### src/design/qbnp_pkg.sv
// shared constants for the quadtree bounding node path block
`timescale 1ns / 1ps
package qbnp_pkg;

  localparam int MAX_DEPTH     = 24;
  localparam int FRACTION_BITS = 23;

  localparam int COORD_W = 32;
  localparam int NODE_W  = COORD_W + 2;
  localparam int DEPTH_W = $clog2(MAX_DEPTH + 1);
  localparam int PATH_W  = 48;
  localparam int LIMIT_W = 5;

  localparam logic [COORD_W-1:0] SPAN_HALF   = COORD_W'(180 * (2 ** FRACTION_BITS));
  localparam logic [LIMIT_W-1:0] LIMIT_RESET = LIMIT_W'(24);

  localparam int IN_TDATA_W  = 4 * COORD_W;
  localparam int OUT_FIELD_W = PATH_W + LIMIT_W;
  localparam int OUT_TDATA_W = ((OUT_FIELD_W + 7) / 8) * 8;

  // quadrant digits
  localparam logic [1:0] DIGIT_SW = 2'd0;
  localparam logic [1:0] DIGIT_SE = 2'd1;
  localparam logic [1:0] DIGIT_NE = 2'd2;
  localparam logic [1:0] DIGIT_NW = 2'd3;

endpackage

### src/design/quadtree_bounding_node_path.sv
// top level: quadtree descent that finds the smallest node bounding a rectangle
// an accepted beat descends one level at a time until its corners split or the limit is reached,
//   then the result beat is registered in the done state once the output is free
// throughput: one rectangle at a time; the level step unit handles one level per cycle,
//   and a new beat is taken only after the previous result has been registered for output
// reset: rst is synchronous, active high; clears the sequencer and output valid,
//   and sets level_limit to 24
`timescale 1ns / 1ps
module quadtree_bounding_node_path (
  input  logic                                  clk,
  input  logic                                  rst,
  // level limit register
  input  logic                                  level_limit_wen,
  input  logic [qbnp_pkg::LIMIT_W-1:0]          level_limit_wdata,
  // rectangle in
  input  logic                                  s_axis_tvalid,
  output logic                                  s_axis_tready,
  input  logic [qbnp_pkg::IN_TDATA_W-1:0]       s_axis_tdata,  // south_edge, west_edge, north_edge, east_edge
  // node path out
  output logic                                  m_axis_tvalid,
  input  logic                                  m_axis_tready,
  output logic [qbnp_pkg::OUT_TDATA_W-1:0]      m_axis_tdata   // path_digits, depth_reached, zero pad
);

  typedef enum logic [2:0] {
    ST_IDLE = 3'b001,
    ST_RUN  = 3'b010,
    ST_DONE = 3'b100
  } state_t;

  localparam int CW = qbnp_pkg::COORD_W;
  localparam int NW = qbnp_pkg::NODE_W;
  localparam int DW = qbnp_pkg::DEPTH_W;
  localparam int PW = qbnp_pkg::PATH_W;
  localparam int LW = qbnp_pkg::LIMIT_W;

  state_t state, state_next;

  logic [LW-1:0] level_limit;

  // captured rectangle
  logic signed [CW-1:0] south, west, north, east;

  // descent state: current node corner, half-size, depth, digits so far
  logic signed [NW-1:0] node_south, node_west;
  logic [CW-1:0]        half;
  logic [DW-1:0]        depth;
  logic [DW-1:0]        limit;
  logic [PW-1:0]        digits;

  logic                 in_beat;
  logic                 out_free;

  // level step unit
  logic signed [NW-1:0] mid_ns, mid_ew;
  logic signed [NW-1:0] south_x, west_x, north_x, east_x;
  logic                 sw_low, sw_left, ne_low, ne_left;
  logic [1:0]           sw_digit, ne_digit;
  logic                 at_limit;
  logic                 step_ok;
  logic [DW-1:0]        limit_eff;

  assign in_beat       = s_axis_tvalid && s_axis_tready;
  assign s_axis_tready = (state == ST_IDLE);
  assign out_free      = !m_axis_tvalid || m_axis_tready;

  // saturate the register to the tree depth
  assign limit_eff = (level_limit > LW'(qbnp_pkg::MAX_DEPTH)) ?
                     DW'(qbnp_pkg::MAX_DEPTH) : DW'(level_limit);

  always_comb begin
    south_x  = NW'(south);
    west_x   = NW'(west);
    north_x  = NW'(north);
    east_x   = NW'(east);
    mid_ns   = node_south + $signed({2'b00, half});
    mid_ew   = node_west  + $signed({2'b00, half});
    sw_low   = (south_x <= mid_ns);
    sw_left  = (west_x  <= mid_ew);
    ne_low   = (north_x <= mid_ns);
    ne_left  = (east_x  <= mid_ew);
    sw_digit = sw_low ? (sw_left ? qbnp_pkg::DIGIT_SW : qbnp_pkg::DIGIT_SE)
                      : (sw_left ? qbnp_pkg::DIGIT_NW : qbnp_pkg::DIGIT_NE);
    ne_digit = ne_low ? (ne_left ? qbnp_pkg::DIGIT_SW : qbnp_pkg::DIGIT_SE)
                      : (ne_left ? qbnp_pkg::DIGIT_NW : qbnp_pkg::DIGIT_NE);
    at_limit = (depth == limit);
    // both corners in the same child and the limit not yet reached: go one level down
    step_ok  = !at_limit && (sw_digit == ne_digit);
  end

  // sequencer
  always_comb begin
    state_next = state;
    case (state)
      ST_IDLE: begin
        if (in_beat) begin
          state_next = ST_RUN;
        end
      end
      ST_RUN: begin
        if (!step_ok) begin
          state_next = ST_DONE;
        end
      end
      ST_DONE: begin
        if (out_free) begin
          state_next = ST_IDLE;
        end
      end
      default: state_next = ST_IDLE;
    endcase
  end

  always_ff @(posedge clk) begin
    if (rst) begin
      state         <= ST_IDLE;
      level_limit   <= qbnp_pkg::LIMIT_RESET;
      m_axis_tvalid <= 1'b0;
    end else begin
      state <= state_next;
      if (level_limit_wen) begin
        level_limit <= level_limit_wdata;
      end
      if (state == ST_DONE && out_free) begin
        m_axis_tvalid <= 1'b1;
      end else if (m_axis_tready) begin
        m_axis_tvalid <= 1'b0;
      end
    end
  end

  // datapath registers
  always_ff @(posedge clk) begin
    if (in_beat) begin
      south      <= s_axis_tdata[0*CW +: CW];
      west       <= s_axis_tdata[1*CW +: CW];
      north      <= s_axis_tdata[2*CW +: CW];
      east       <= s_axis_tdata[3*CW +: CW];
      node_south <= -$signed({2'b00, qbnp_pkg::SPAN_HALF});
      node_west  <= -$signed({2'b00, qbnp_pkg::SPAN_HALF});
      half       <= qbnp_pkg::SPAN_HALF;
      depth      <= '0;
      limit      <= limit_eff;
      digits     <= '0;
    end else if (state == ST_RUN && step_ok) begin
      if (!ne_left) begin
        node_west <= mid_ew;
      end
      if (!ne_low) begin
        node_south <= mid_ns;
      end
      half                       <= half >> 1;
      digits[{depth, 1'b0} +: 2] <= sw_digit;
      depth                      <= depth + DW'(1);
    end
    if (state == ST_DONE && out_free) begin
      m_axis_tdata <= qbnp_pkg::OUT_TDATA_W'({LW'(depth), digits});
    end
  end

endmodule

### config.mk
export PLATFORM = sky130hd
export DESIGN_NAME = quadtree_bounding_node_path
export DESIGN_NICKNAME = d
export VERILOG_FILES = /design/src/design/qbnp_pkg.sv /design/src/design/quadtree_bounding_node_path.sv
export SDC_FILE = /design/constraint.sdc
export NUM_CORES = 1
export LEC_CHECK = 0
export ABC_AREA = 0
export BUFFER_PORTS_ARGS = -buffer_cell sky130_fd_sc_hd__buf_2
export CAP_MARGIN = 20
export CORE_AREA = 2 2 197 199
export DETAILED_ROUTE_END_ITERATION = 8
export DIE_AREA = 0 0 199 201
export PLACE_DENSITY_LB_ADDON = 0.25
export SLEW_MARGIN = 5
export SYNTH_ARGS = -nofsm -noshare
export SYNTH_HDL_FRONTEND = slang
export SYNTH_SLANG_ARGS = --single-unit
### constraint.sdc
create_clock -name clk -period 6 [get_ports clk]
set_input_delay 0.6 -clock clk [delete_from_list [all_inputs] [get_ports clk]]
set_output_delay 0.6 -clock clk [all_outputs]
set_load 0.03 [all_outputs]
# After elaboration in Yosys (flattened, before gate mapping)
# Cells that the tools add are included.
# Widths: inputs -> output; s select.
[classes]
n_lt_le_gt_ge = 5
n_eq_ne = 8
n_reduce_logical = 11
n_bitwise = 2
addsub = 4
n_shift = 2
mux = 13
[ops]
columns = ["op", "n"]
rows = [
  ["$le 32x34->1", 4],
  ["$add 34x32->34", 2],
  ["$bwmux 48", 1],
  ["$shift 2x8->48 const A", 1],
  ["$shiftx 2x8->48", 1],
  ["$mux 3", 3],
  ["$pmux 3 s3", 1],
  ["$neg 6->8", 1],
  ["$mux 1", 6],
  ["$add 5x1->5 const B", 1],
  ["$eq 5x5->1", 1],
  ["$gt 5x5->1 const B", 1],
  ["$logic_and 1x1->1", 4],
  ["$mux 2", 2],
  ["$ne 2x2->1 const B", 2],
  ["$reduce_and 2->1", 2],
  ["$eq 3x1->1 const B", 1],
  ["$eq 3x2->1 const B", 1],
  ["$eq 3x3->1 const B", 1],
  ["$reduce_and 3->1", 1],
  ["$eq 2x2->1", 1],
  ["$logic_not 1->1", 2],
  ["$ne 2x1->1 const B", 1],
  ["$not 1->1", 2],
  ["other kinds (2)", 2],
]
[word_totals]
reg_bits = 347
output_inout_bits = 58
elab_cells = 59
in_bits = 138

# Longest topological paths before layout
# Gate-level depths: netlist of run 1.
[depth]
word_depth = 8
depth_mapped = 28
mapped_depth_nobuf = 26

# Worst setup path after synthesis of run 1
# No wires, ideal clock.
[synth_timing]
path_kind = "register to register"
startpoint = "reg state[0]"
endpoint = "reg east[0], enable pin"
setup_slack_ps = -163
synth_period_minus_slack_ps = 6163
arrival_ps = 5613
setup_time_ps = 549
required_ps = 5451
n_path_buf = 1
stages_incl_launch_ff = 5
cell_sequence = "dfxtp_1 > nor3b_1 > nand2_1 > clkinv_1 > clkbuf_1"
[synth_via]
elab_chain_len = 2
[synth_rtl]
columns = ["item", "line_no", "source"]
rows = [
  ["start: declaration", "quadtree_bounding_node_path.sv:37", "state_t state, state_next;"],
  ["start signal: assignment", "quadtree_bounding_node_path.sv:120", "state <= state_next;"],
  ["$eq 3x1->1", "quadtree_bounding_node_path.sv:64", "assign s_axis_tready = (state == ST_IDLE);"],
  ["named net s_axis_tready", "quadtree_bounding_node_path.sv:17", "output logic s_axis_tready,"],
  ["$logic_and 1x1->1", "quadtree_bounding_node_path.sv:63", "assign in_beat = s_axis_tvalid && s_axis_tready;"],
  ["named net in_beat", "quadtree_bounding_node_path.sv:51", "logic in_beat;"],
  ["end signal: assignment", "quadtree_bounding_node_path.sv:138", "east <= s_axis_tdata[3*CW +: CW];"],
  ["end: declaration", "quadtree_bounding_node_path.sv:42", "logic signed [CW-1:0] south, west, north, east;"],
]
# The timed path passes the listed nets, and every way through them passes these cells.
# A chain may end at the register's enable or synchronous reset.

# Final worst setup path of run 1
[layout_timing]
startpoint = "reg half[2]"
endpoint = "reg half[30]"
[layout_via]
elab_chain_len = 7
elab_cells_between_ends = 15
classes_between = "2 x add/sub; 4 x order compare; 1 x eq/ne; 6 x mux; 2 x reduce/logical"
[layout_rtl]
columns = ["item", "line_no", "source"]
rows = [
  ["start: declaration", "quadtree_bounding_node_path.sv:46", "logic [CW-1:0] half;"],
  ["start signal: assignment", "quadtree_bounding_node_path.sv:141", "half <= qbnp_pkg::SPAN_HALF;"],
  ["start signal: assignment", "quadtree_bounding_node_path.sv:152", "half <= half >> 1;"],
  ["$add 34x32->34", "quadtree_bounding_node_path.sv:77", "mid_ew = node_west + $signed({2'b00, half});"],
  ["$le 32x34->1 (on tied branches)", "quadtree_bounding_node_path.sv:79, quadtree_bounding_node_path.sv:81", ""],
  ["$mux 1 (on tied branches)", "--", ""],
  ["$mux 2 (on tied branches)", "quadtree_bounding_node_path.sv:82, quadtree_bounding_node_path.sv:84", ""],
  ["$eq 2x2->1 *", "quadtree_bounding_node_path.sv:88", "step_ok = !at_limit && (sw_digit == ne_digit);"],
  ["$logic_and 1x1->1 *", "quadtree_bounding_node_path.sv:88", ""],
  ["$logic_and 1x1->1 *", "quadtree_bounding_node_path.sv:145", "end else if (state == ST_RUN && step_ok) begin"],
]
# Every way passes the cells marked *; elsewhere a longest branch is shown, timed or not.

==> results of run 1 <==
-- how the worst min path moves through the flow --
stage	start	end	cells after the start
3_3_place_gp	digits[9]	m_axis_tdata[9]	0
6_report	s_axis_tdata[92]	north[28]	1
4_1_cts	s_axis_tdata[92]	north[28]	1
2_1_floorplan	depth[2]	m_axis_tdata[50]	0
5_1_grt	s_axis_tdata[92]	north[28]	1
3_5_place_dp	digits[34]	m_axis_tdata[34]	0
-- per-layer routing --
metal  GRT usage [%]  vias up
li1                -     6967
met1           25.36     6670
met2           40.63      296
met3           3.427       85
met4           6.956        0
met5               0        -
-- logic make-up (layout without fill, tap and decap cells) --
group / after synthesis / after routing / synth area share, %
AO/OA/AOI/OAI: 362 / 362 / 13.04
multiplexers: 97 / 97 / 5.344
buffers and inverters: 105 / 366 / 2.307
adder cells (fa/ha/maj): 197 / 197 / 13.29
other: 1 / 3 / 0.02010
AND/OR/NAND/NOR: 569 / 569 / 15.16
XOR/XNOR: 74 / 74 / 3.628
flip-flops: 347 / 347 / 47.21
-- flip-flops by register name (all words and copies together) (netlist names), 32 cells and up --
name,flops
digits,48
east,32
m_axis_tdata,53
node_south,34
node_west,34
north,32
south,32
west,32
-- cell usage after synthesis (all sizes together), types with 23 or more instances --
cell type	instances	area [µm²]
a21o	48	360.4
a21oi	89	452.9
and2	34	212.7
and3	29	181.4
buf	23	122.6
clkbuf	42	157.7
dfxtp	161	3223
edfxtp	186	5585
ha	195	2440
inv	39	146.4
mux2i	92	933.4
nand2	192	720.7
nand3	68	340.3
nand4	52	325.3
nor2	97	364.1
o21a	29	217.7
o21ai	78	397.9
xnor2	39	349.1
xor2	34	305.3
-- cell usage in the layout, fill, tap and decap left out, types with 39 or more instances in the layout --
cell	synthesis	routed
sky130_fd_sc_hd__buf_2	14	192
sky130_fd_sc_hd__nand2_1	192	190
sky130_fd_sc_hd__ha_1	195	188
sky130_fd_sc_hd__edfxtp_1	186	186
sky130_fd_sc_hd__dfxtp_1	161	159
sky130_fd_sc_hd__nor2_1	97	93
sky130_fd_sc_hd__mux2i_1	91	91
sky130_fd_sc_hd__a21oi_1	87	79
sky130_fd_sc_hd__nand3_1	68	66
sky130_fd_sc_hd__o21ai_0	73	65
sky130_fd_sc_hd__nand4_1	52	52
sky130_fd_sc_hd__buf_4	5	52
sky130_fd_sc_hd__a21o_1	48	48
sky130_fd_sc_hd__clkbuf_16	0	40
sky130_fd_sc_hd__inv_1	39	39
-- per-stage QoR --
stage | hold WS, ns | instances | worst slack [ns] | TNS, ns | area (µm²)
after floorplan | 0.4064 | 1754 | 0.2765 | 0 | 18670
after global placement | 0.4166 | 2448 | -0.1247 | -5.148 | 20480
after detailed placement | 0.4190 | 2448 | -0.1676 | -4.900 | 20480
after CTS | 0.1749 | 2520 | 0.01218 | 0 | 21870
after global routing | 0.1846 | 2533 | -0.05362 | -0.8528 | 22290
final | 0.2035 | 2533 | 0.2570 | 0 | 22290
-- critical path: stages (launching register included) --
cell and delay (ns):
sky130_fd_sc_hd__dfxtp_1 0.34, sky130_fd_sc_hd__ha_1 0.33, sky130_fd_sc_hd__nor2b_2 0.18, sky130_fd_sc_hd__o31a_1 0.34, sky130_fd_sc_hd__o31ai_4 0.24, sky130_fd_sc_hd__a21oi_2 0.11
sky130_fd_sc_hd__a41oi_2 0.24, sky130_fd_sc_hd__o31ai_2 0.09, sky130_fd_sc_hd__nand2b_4 0.16, sky130_fd_sc_hd__a221oi_2 0.28, sky130_fd_sc_hd__o211ai_1 0.17, sky130_fd_sc_hd__o21a_1 0.24
sky130_fd_sc_hd__xnor2_1 0.15, sky130_fd_sc_hd__ha_1 0.31, sky130_fd_sc_hd__nand4_1 0.13, sky130_fd_sc_hd__nor2_2 0.13, sky130_fd_sc_hd__and3_4 0.21, sky130_fd_sc_hd__o311a_1 0.16
sky130_fd_sc_hd__o311ai_1 0.14, sky130_fd_sc_hd__o41ai_2 0.47, sky130_fd_sc_hd__a31oi_4 0.12, sky130_fd_sc_hd__buf_4 0.20, sky130_fd_sc_hd__xnor2_4 0.22, sky130_fd_sc_hd__buf_4 0.18
sky130_fd_sc_hd__buf_12 0.18, sky130_fd_sc_hd__nand2_1 0.14, sky130_fd_sc_hd__a21o_1 0.19
-- repair_timing --
item,in CTS,in global routing
endpoints found under the setup margin,105,154
setup buffers,0,12
resized for setup,7,63
pin swaps,0,31
gates cloned,0,1
-- final cells by class --
class	count	area [µm²]	area share [%]
clock buffer	46	1012	4.541
sequential	347	8811	39.53
tap	518	648.1	2.908
inverter	40	155.1	0.6961
timing repair buffer	254	1556	6.983
clock inverter	26	352.8	1.583
multi-input combinational	1302	9753	43.76
==> run summary, run 1 <==
CTS
---------------------------------------------------------------------------------
Register clock-pin slew on the reported worst setup and hold paths        0.06 ns
Post-CTS Hold Buffers                                                           0
Number of sinks on the clock net                                              347
Number of buffers added by the clock tree synthesis step                       39
Clock insertion delay at the later pin of the skew report                 0.57 ns
Root Driver                                                          sky130_fd_sc_hd__clkbuf_16
H-tree levels                                                                   2
TritonCTS clock tree                                                          yes
Number of buffers on the longest clock path                                     3

WORST SETUP PATH
---------------------------------------------------------------------------------
Endpoint required time on the critical path                               6.47 ns
Logic depth of the worst register-to-register path                             26
Endpoint of the most critical setup path                                 half[30]
Endpoint of the worst register-to-register path                          half[30]
Kind of launch point of the worst setup path                                 flop
Capturing element type of the critical path                                  flop
Data arrival time at the worst-slack endpoint                             6.21 ns
R2R Setup Slk                                                             0.26 ns
Reg-to-reg startpoint                                                     half[2]
Largest driver fanout on the critical path                                     30
Critical Setup Path Class                                            flop to flop
Worst setup path startpoint                                               half[2]

FINAL LAYOUT
---------------------------------------------------------------------------------
Net count of the finished layout                                             2319
Diodes inserted                                                                 0
Filler Cells Inserted                                                        3280
Share of cells above drive strength 1                                      20.10%
Layout area overhead                                                       19.45%
Core utilization of the finished layout                                    58.49%

DETAILED ROUTING
---------------------------------------------------------------------------------
Routed length on met2                                                    23130 µm
Number of routed nets with antenna violations                                   0
Max layer used                                                               met4
Residual DRC count                                                              0
Detailed-routing wirelength on met1                                      17980 µm
Initial detailed-routing violation count                                      631
Vias                                                                        14018
Sum of routed wire length over all layers                                44010 µm
Drt pass-1 iters                                                                5
Avg WL per Cell                                                          17.38 µm
Sum of met3 wire segment lengths after detailed routing                   1731 µm
Drt via density                                                             5.534

FLOORPLAN
---------------------------------------------------------------------------------
Number of rows in the core area                                                72
Overall die width                                                          199 µm
Effective utilization at floorplan                                         48.97%
Die outline area                                                        40000 µm²
Y dimension of the die                                                     201 µm
Core box area                                                           38110 µm²
I/O pin cnt                                                                   196

YOSYS
---------------------------------------------------------------------------------
Flip-flop and latch count after synthesis                                     347
Mean instance size in the synthesized netlist                           10.65 µm²
Cell variety after synth                                                       88
Area of the mapped netlist                                              18660 µm²
Mapped Cells                                                                 1752
Post-synth ARST share                                                          0%
Synth Flop Type                                                      sky130_fd_sc_hd__edfxtp_1
Number of enable flip-flop cells after synthesis                              186
Seq/Total Area, Yosys                                                      47.21%
Warning count from the yosys run                                                0

RUN
---------------------------------------------------------------------------------
Max-Cap Viols                                                                   0

TIMING
---------------------------------------------------------------------------------
Slew at the pin closest to its max-slew limit                           0.8751 ns
Final cycle utilization of the critical path                               95.72%
Worst Clk Skew                                                         0.03004 ns
Hold violation total from the final report                                      0
Max-slew violation count                                                        0
Remaining max-slew budget at the tightest pin                              41.66%
Setup repair after global routing missed its margin                          true
Min Tclk post-route                                                      5.743 ns
Timing-limited maximum frequency                                       0.1741 GHz
Setup-failing EPs final                                                         0

GRT
---------------------------------------------------------------------------------
First-pass GRT wire length                                               69790 µm
Global-route congestion overflow total                                          0
Number of global-route vias before repair                                   13852
GRT Resource Usage Total                                                   21.83%
Maximum number of pins on one net before global-route repair                   72
Number of antenna violations at the first check in global routing               0

MIN PATH
---------------------------------------------------------------------------------
Worst min path class                                                 primary input to flop

PLACED DESIGN
---------------------------------------------------------------------------------
Final GP Congestion                                                        0.9253
Buffers added on ports                                                        192
HPWL after detailed placement                                            32500 µm

STATUS
---------------------------------------------------------------------------------
Result of the run                                                    finished, final reports clean

Power of run 1 is not shown: default switching activity piles up to over one toggle a cycle in this logic, so the estimate is an artifact.
==> run 2: changes to the inputs <==
- ABC_AREA: 0 -> 1
- CORE_AREA: 2 2 197 199 -> 2 2 196 198
- DIE_AREA: 0 0 199 201 -> 0 0 198 200
==> run summary, run 2 <==
STATUS
---------------------------------------------------------------------------------
Result of the run                                                    finished, final reports clean   unchanged

DETAILED ROUTING
---------------------------------------------------------------------------------
Residual DRC count                                                              0   unchanged
Number of routed nets with antenna violations                                   0   unchanged
Drt via density                                                             5.191   was 5.534
Sum of routed wire length over all layers                                44710 µm   was 44010 µm
Initial detailed-routing violation count                                      820   was 631
Drt pass-1 iters                                                                6   was 5
Vias                                                                        14658   was 14018
Avg WL per Cell                                                          15.83 µm   was 17.38 µm

CTS
---------------------------------------------------------------------------------
Number of buffers added by the clock tree synthesis step                       40   was 39
Post-CTS repair timing setup buffer count                                       0   unchanged
Root Driver                                                          sky130_fd_sc_hd__clkbuf_16   unchanged
Register clock-pin slew on the reported worst setup and hold paths        0.06 ns   about the same
TritonCTS clock tree                                                          yes   unchanged
Number of sinks on the clock net                                              347   unchanged
H-tree levels                                                                   2   unchanged
Number of buffers on the longest clock path                                     3   unchanged
Clock insertion delay at the later pin of the skew report                 0.56 ns   was 0.57 ns

PLACED DESIGN
---------------------------------------------------------------------------------
Buffers added on ports                                                        192   unchanged
HPWL after detailed placement                                            33840 µm   was 32500 µm
Final GP Congestion                                                        0.8960   was 0.9253

WORST SETUP PATH
---------------------------------------------------------------------------------
Slowest cell on the critical path                                    sky130_fd_sc_hd__fa_1   was sky130_fd_sc_hd__o41ai_2
Data arrival time at the worst-slack endpoint                             6.01 ns   was 6.21 ns
Largest incremental delay on the critical path                            0.40 ns   was 0.47 ns
Largest driver fanout on the critical path                                     23   was 30
R2R Setup Slk                                                             0.47 ns   was 0.26 ns
Kind of launch point of the worst setup path                                 flop   unchanged
Endpoint required time on the critical path                               6.48 ns   was 6.47 ns
Library cell appearing most often on the critical path               sky130_fd_sc_hd__nand2_1
Reg-to-reg startpoint                                                     half[0]   was half[2]
Capturing element type of the critical path                                  flop   unchanged
Logic depth of the worst register-to-register path                             36   was 26
Critical Setup Path Class                                            flop to flop   unchanged
Endpoint of the worst register-to-register path                        digits[20]   was half[30]

YOSYS
---------------------------------------------------------------------------------
Area of the mapped netlist                                              18470 µm²   was 18660 µm²
List of most frequent post-synthesis cells                           sky130_fd_sc_hd__nand2_1, sky130_fd_sc_hd__nor2_1, sky130_fd_sc_hd__inv_1   was sky130_fd_sc_hd__ha_1, sky130_fd_sc_hd__nand2_1, sky130_fd_sc_hd__edfxtp_1
Post-synth top area cell                                             sky130_fd_sc_hd__edfxtp_1   unchanged
Fraction of post-synthesis cell area in the top cell type by area          30.23%   was 29.93%
Cell variety after synth                                                       49   was 88
Mean instance size in the synthesized netlist                           8.899 µm²   was 10.65 µm²
Top post-synthesis cells by area                                     sky130_fd_sc_hd__edfxtp_1, sky130_fd_sc_hd__dfxtp_1, sky130_fd_sc_hd__ha_1   unchanged
Number of enable flip-flop cells after synthesis                              186   unchanged
Mapped Cells                                                                 2076   was 1752
Seq/Total Area, Yosys                                                      47.68%   was 47.21%
Synth Flop Type                                                      sky130_fd_sc_hd__edfxtp_1   unchanged
Warning count from the yosys run                                                0   unchanged
Post-synth ARST share                                                          0%   unchanged
Flip-flop and latch count after synthesis                                     347   unchanged
Most common cell in the synthesized netlist                          sky130_fd_sc_hd__nand2_1   was sky130_fd_sc_hd__ha_1

MIN PATH
---------------------------------------------------------------------------------
Launch instance of the worst min-delay path                          s_axis_tdata[70]   was s_axis_tdata[92]
Hold Path Cell Cnt                                                              1   unchanged
Worst min path class                                                 primary input to flop   unchanged
Endpoint with the worst hold slack                                       north[6]   was north[28]

FINAL LAYOUT
---------------------------------------------------------------------------------
Commonest non-fill, non-tap cell in the layout                       sky130_fd_sc_hd__nand2_1   was sky130_fd_sc_hd__buf_2
Share of cells above drive strength 1                                      14.27%   was 20.10%
Filler Cells Inserted                                                        3326   was 3280
Register name with the most flops                                    m_axis_tdata   unchanged
Top Registers                                                        m_axis_tdata: 53 flops, digits: 48 flops   unchanged
Sequential cell area                                                     8810 µm²   was 8811 µm²
Flip-flop count of the largest register after layout                           53   unchanged
Layout area overhead                                                       16.38%   was 19.45%
Diodes inserted                                                                 0   unchanged
Net count of the finished layout                                             2616   was 2319
Top library cells by usage in the layout, fill and taps aside        sky130_fd_sc_hd__nand2_1, sky130_fd_sc_hd__nor2_1, sky130_fd_sc_hd__inv_1   was sky130_fd_sc_hd__buf_2, sky130_fd_sc_hd__nand2_1, sky130_fd_sc_hd__ha_1
Footprint of the multi-input gates                                       8753 µm²   was 9753 µm²
Core utilization of the finished layout                                    57.49%   was 58.49%

FLOORPLAN
---------------------------------------------------------------------------------
Y dimension of the die                                                     200 µm   was 201 µm
I/O pin cnt                                                                   196   unchanged
Die outline area                                                        39600 µm²   was 40000 µm²
Overall die width                                                          198 µm   was 199 µm
Number of rows in the core area                                                71   was 72
Effective utilization at floorplan                                         49.40%   was 48.97%
Core box area                                                           37400 µm²   was 38110 µm²

TIMING
---------------------------------------------------------------------------------
Remaining max-slew budget at the tightest pin                              49.16%   was 41.66%
Min Tclk post-route                                                      5.530 ns   was 5.743 ns
Max-slew violation count                                                        0   unchanged
Timing-limited maximum frequency                                       0.1808 GHz   was 0.1741 GHz
Worst Clk Skew                                                         0.01912 ns   was 0.03004 ns
Setup repair after global routing missed its margin                         false   was true
Hold violation total from the final report                                      0   unchanged
Final-layout setup total negative slack                                      0 ns   unchanged
Final cycle utilization of the critical path                               92.16%   was 95.72%
Slew at the pin closest to its max-slew limit                           0.7625 ns   was 0.8751 ns
Setup-failing EPs final                                                         0   unchanged

POWER AND IR DROP
---------------------------------------------------------------------------------
IR Drop Worst-Case VDD                                                0.0005529 V
PD cells                                                             581.5 nW/µm²
Static leakage power                                                     9.474 nW

GRT
---------------------------------------------------------------------------------
GRT Resource Usage Total                                                   22.85%   was 21.83%
Number of global-route vias before repair                                   14109   was 13852
Global-route congestion overflow total                                          0   unchanged
Number of antenna violations at the first check in global routing               0   unchanged
Maximum number of pins on one net before global-route repair                   77   was 72
First-pass GRT wire length                                               71220 µm   was 69790 µm

RUN
---------------------------------------------------------------------------------
Max-Cap Viols                                                                   0   unchanged

## run 2: cell types whose count changed after synthesis, moves of 26 or more
cell,previous run,this run
sky130_fd_sc_hd__a21oi_1,87,187
sky130_fd_sc_hd__o21a_1,29,3
sky130_fd_sc_hd__nand3_1,68,107
sky130_fd_sc_hd__inv_1,39,197
sky130_fd_sc_hd__mux2i_1,91,0
sky130_fd_sc_hd__a21o_1,48,2
sky130_fd_sc_hd__nor2_1,97,236
sky130_fd_sc_hd__nand2_1,192,408
## run 2: what timing repair did
item                       4_1_cts  5_1_grt
hold buffers                     0        0
setup endpoints to repair        0      155
resized for setup                0       23
## run 2: final cells by class
cell class	instances	area share (%)
well taps	511	2.974
multi-input cells	1472	40.71
inverters	205	3.602
clock inverters	26	1.234
clock buffers	48	5.040
repair buffers	215	5.464
flip-flops and latches	347	40.97
## run 2: how the worst max path moves through the flow
stage,start,end,slack [ns]
CTS,half[15],digits[15],0.22
floorplan,state[0],east[0],0.05
detailed placement,half[15],digits[15],0.24
finish,half[0],digits[20],0.47
global route,half[15],digits[20],0.0007
global placement,half[15],node_south[29],0.27
## run 2: kinds of logic after synthesis
logic type	share of synthesized area, %
adders and majority gates	13.42
buffers and inverters	5.703
AOI/OAI and AO/OA	10.55
DFF	47.68
xor gates and xnor gates	3.176
other	0.02030
and+or+nand+nor	19.44
## run 2: through the flow
stage          area [µm²]  setup WS [ns]  std cells  hold WS [ns]  power, W
6_report            21500         0.4702       2824        0.2073   0.01250
5_1_grt             21500      0.0006715       2824        0.1803   0.01359
4_1_cts             21380         0.2227       2824        0.1727   0.01244
3_5_place_dp        20040         0.2387       2750        0.4165  0.009900
3_3_place_gp        20040         0.2652       2750        0.4084  0.009724
2_1_floorplan       18490        0.04782       2078        0.4019  0.008062
## run 2: metal layers
metal / global-route usage [%] / share of wire [%]
met2: 39.38 / 48
met3: 4.083 / 5.3
met4: 6.461 / 2.4
met1: 29.59 / 45
met5: 0 / 0
## run 2: power by group
group	switching (W)	internal (W)
logic	0.00464	0.00225
clock network	0.000977	0.00151
registers	0.000229	0.00290
## run 2: worst max-delay path: cells and delay by family (launching register included)
kind            cells  cell delay (ns)
fa+ha+maj           3             0.91
flops               1             0.37
compound gates      6             1.04
buf+inv             3             0.45
xor+xnor            1             0.18
simple gates       23             2.47
No activity file was read; power rests on OpenSTA's default activity.
==> run 3: changes to the inputs <==
- SETUP_SLACK_MARGIN: unset -> 0.5
- clock period: 6 -> 5.82 ns (I/O delays scaled with it)
==> run summary, run 3 (same netlist as run 2, synthesis figures left out) <==
POWER AND IR DROP
---------------------------------------------------------------------------------
PD cells                                                             644.0 nW/µm²   was 581.5 nW/µm²
IR Drop Worst-Case VDD                                                0.0007457 V   was 0.0005529 V
Post-layout power                                                       0.01473 W   was 0.01250 W
Static leakage power                                                     9.815 nW   was 9.474 nW

GRT
---------------------------------------------------------------------------------
GRT Resource Usage Total                                                   23.24%   was 22.85%
First-pass GRT wire length                                               72680 µm   was 71220 µm
Number of antenna violations at the first check in global routing               0   unchanged
Maximum number of pins on one net before global-route repair                   87   was 77
Number of global-route vias before repair                                   14387   was 14109
Global-route congestion overflow total                                          0   unchanged

TIMING
---------------------------------------------------------------------------------
Min Tclk post-route                                                      5.278 ns   was 5.530 ns
Setup-failing EPs final                                                         0   unchanged
Post-Route Hold Slack                                                   0.1534 ns   was 0.2073 ns
Max-slew violation count                                                        0   unchanged
Setup repair after global routing missed its margin                          true   was false
Remaining max-slew budget at the tightest pin                              46.53%   was 49.16%
Hold violation total from the final report                                      0   unchanged
Final cycle utilization of the critical path                               90.68%   was 92.16%
Worst Clk Skew                                                         0.03848 ns   was 0.01912 ns
Timing-limited maximum frequency                                       0.1895 GHz   was 0.1808 GHz
Slew at the pin closest to its max-slew limit                           0.8020 ns   was 0.7625 ns

FINAL LAYOUT
---------------------------------------------------------------------------------
Filler Cells Inserted                                                        3163   was 3326
Layout area overhead                                                       23.83%   was 16.38%
Share of cells above drive strength 1                                      22.34%   was 14.27%
Commonest non-fill, non-tap cell in the layout                       sky130_fd_sc_hd__nand2_1   unchanged
Footprint of the multi-input gates                                       9590 µm²   was 8753 µm²
Top library cells by usage in the layout, fill and taps aside        sky130_fd_sc_hd__nand2_1, sky130_fd_sc_hd__nor2_1, sky130_fd_sc_hd__buf_2   was sky130_fd_sc_hd__nand2_1, sky130_fd_sc_hd__nor2_1, sky130_fd_sc_hd__inv_1
Flip-flop count of the largest register after layout                           53   unchanged
Net count of the finished layout                                             2658   was 2616
Core utilization of the finished layout                                    61.17%   was 57.49%
Sequential cell area                                                     8842 µm²   was 8810 µm²
Top Registers                                                        m_axis_tdata: 53 flops, digits: 48 flops   unchanged
Layout Cell Area excl Fill                                              22880 µm²   was 21500 µm²
Diodes inserted                                                                 0   unchanged
Register name with the most flops                                    m_axis_tdata   unchanged

MIN PATH
---------------------------------------------------------------------------------
Worst min path class                                                 primary input to flop   unchanged
Launch instance of the worst min-delay path                          s_axis_tdata[88]   was s_axis_tdata[70]

CTS
---------------------------------------------------------------------------------
Number of sinks on the clock net                                              347   unchanged
TritonCTS clock tree                                                          yes   unchanged
Post-CTS Hold Buffers                                                           0   unchanged
Number of buffers added by the clock tree synthesis step                       39   was 40
Register clock-pin slew on the reported worst setup and hold paths        0.06 ns   about the same
H-tree levels                                                                   2   unchanged
Clock insertion delay at the later pin of the skew report                 0.60 ns   was 0.56 ns
Number of buffers on the longest clock path                                     3   unchanged
Root Driver                                                          sky130_fd_sc_hd__clkbuf_16   unchanged

FLOORPLAN
---------------------------------------------------------------------------------
Die outline area                                                        39600 µm²   unchanged
Effective utilization at floorplan                                         49.40%   unchanged
Number of rows in the core area                                                71   unchanged
Core box area                                                           37400 µm²   unchanged
I/O pin cnt                                                                   196   unchanged
Y dimension of the die                                                     200 µm   unchanged
Overall die width                                                          198 µm   unchanged

WORST SETUP PATH
---------------------------------------------------------------------------------
Largest driver fanout on the critical path                                      6   was 23
Capturing element type of the critical path                                  flop   unchanged
Reg-to-reg startpoint                                                     half[0]   unchanged
Endpoint required time on the critical path                               6.25 ns   was 6.48 ns
Data arrival time at the worst-slack endpoint                             5.71 ns   was 6.01 ns
Kind of launch point of the worst setup path                                 flop   unchanged
Critical Setup Path Class                                            flop to flop   unchanged
Slowest cell on the critical path                                    sky130_fd_sc_hd__fa_2   was sky130_fd_sc_hd__fa_1
Worst setup path startpoint                                               half[0]   unchanged
Largest incremental delay on the critical path                            0.39 ns   was 0.40 ns

RUN
---------------------------------------------------------------------------------
Max-Cap Viols                                                                   0   unchanged

PLACED DESIGN
---------------------------------------------------------------------------------
HPWL after detailed placement                                            33920 µm   was 33840 µm
Area post-placement                                                     20080 µm²   was 20040 µm²
Final GP Congestion                                                        0.9208   was 0.8960
Buffers added on ports                                                        192   unchanged

DETAILED ROUTING
---------------------------------------------------------------------------------
Drt via density                                                             5.305   was 5.191
Avg WL per Cell                                                          16.76 µm   was 15.83 µm
Number of routed nets with antenna violations                                   0   unchanged
Residual DRC count                                                              0   unchanged
Drt pass-1 iters                                                                5   was 6
Initial detailed-routing violation count                                      982   was 820
Vias                                                                        15199   was 14658
Sum of routed wire length over all layers                                48010 µm   was 44710 µm

STATUS
---------------------------------------------------------------------------------
Result of the run                                                    finished, final reports clean   unchanged

## run 3: cell types whose count changed in the layout (fill, tap and decap cells not counted), moves of 12 or more
cell / delta
sky130_fd_sc_hd__nand2_2: +38
sky130_fd_sc_hd__nor2_1: -17
sky130_fd_sc_hd__a21oi_1: -12
sky130_fd_sc_hd__ha_4: +23
sky130_fd_sc_hd__dfxtp_1: -14
sky130_fd_sc_hd__nand3_1: -14
sky130_fd_sc_hd__buf_4: +27
sky130_fd_sc_hd__ha_1: -25
sky130_fd_sc_hd__nand2_1: -48
## run 3: final cells by class
cell class,instances,share of cell area [%]
clock buffers,48,4.507
multi-input cells,1472,41.92
flip-flops and latches,347,38.65
repair buffers,258,7.564
well taps,511,2.795
clock inverters,24,1.176
inverters,205,3.385
## run 3: timing repair
item | in CTS | in global routing
setup buffers | 9 | 27
resized for setup | 43 | 197
pin swaps | 7 | 65
endpoints found under the setup margin | 155 | 155
cloned | 3 | 5
## run 3: power by group
group,internal (W),switching [W]
Combinational,0.00330,0.00569
Clock,0.00142,0.00107
Sequential,0.00299,0.000260
## run 3: layer usage
metal / up-vias / global-route usage [%] / wire length (µm)
met5: - / 0 / 0
met4: 0 / 8.299 / 1458
met3: 92 / 3.696 / 2660
met1: 7161 / 29.91 / 20740
li1: 7562 / - / -
met2: 384 / 39.81 / 23150
## run 3: critical path: cells and delay by family, from the launching register on
family	cells	cell delay (ns)
buf+inv	6	0.81
flops	1	0.36
compound gates	7	1.01
simple gates	21	1.98
xor+xnor	1	0.15
fa+ha+maj	3	0.82
## run 3: worst paths after layout
check | cells past startpoint | slack (ns) | endpoint
worst max-delay path | 38 | 0.54 | node_west[31]
worst min-delay path | 1 | 0.15 | north[24]
worst max register to register | 38 | 0.54 | node_west[31]
worst min register to register | 0 | 0.43 | m_axis_tdata[1]
## run 3: per-stage QoR
stage               instances  TNS (ns)  worst slack, ns
detailed placement       2749   -0.5291         -0.08765
CTS                      2833         0           0.4897
finish                   2865         0           0.5424
global placement         2749  -0.05127         -0.01370
global route             2865         0           0.2370
floorplan                2078         0            1.017
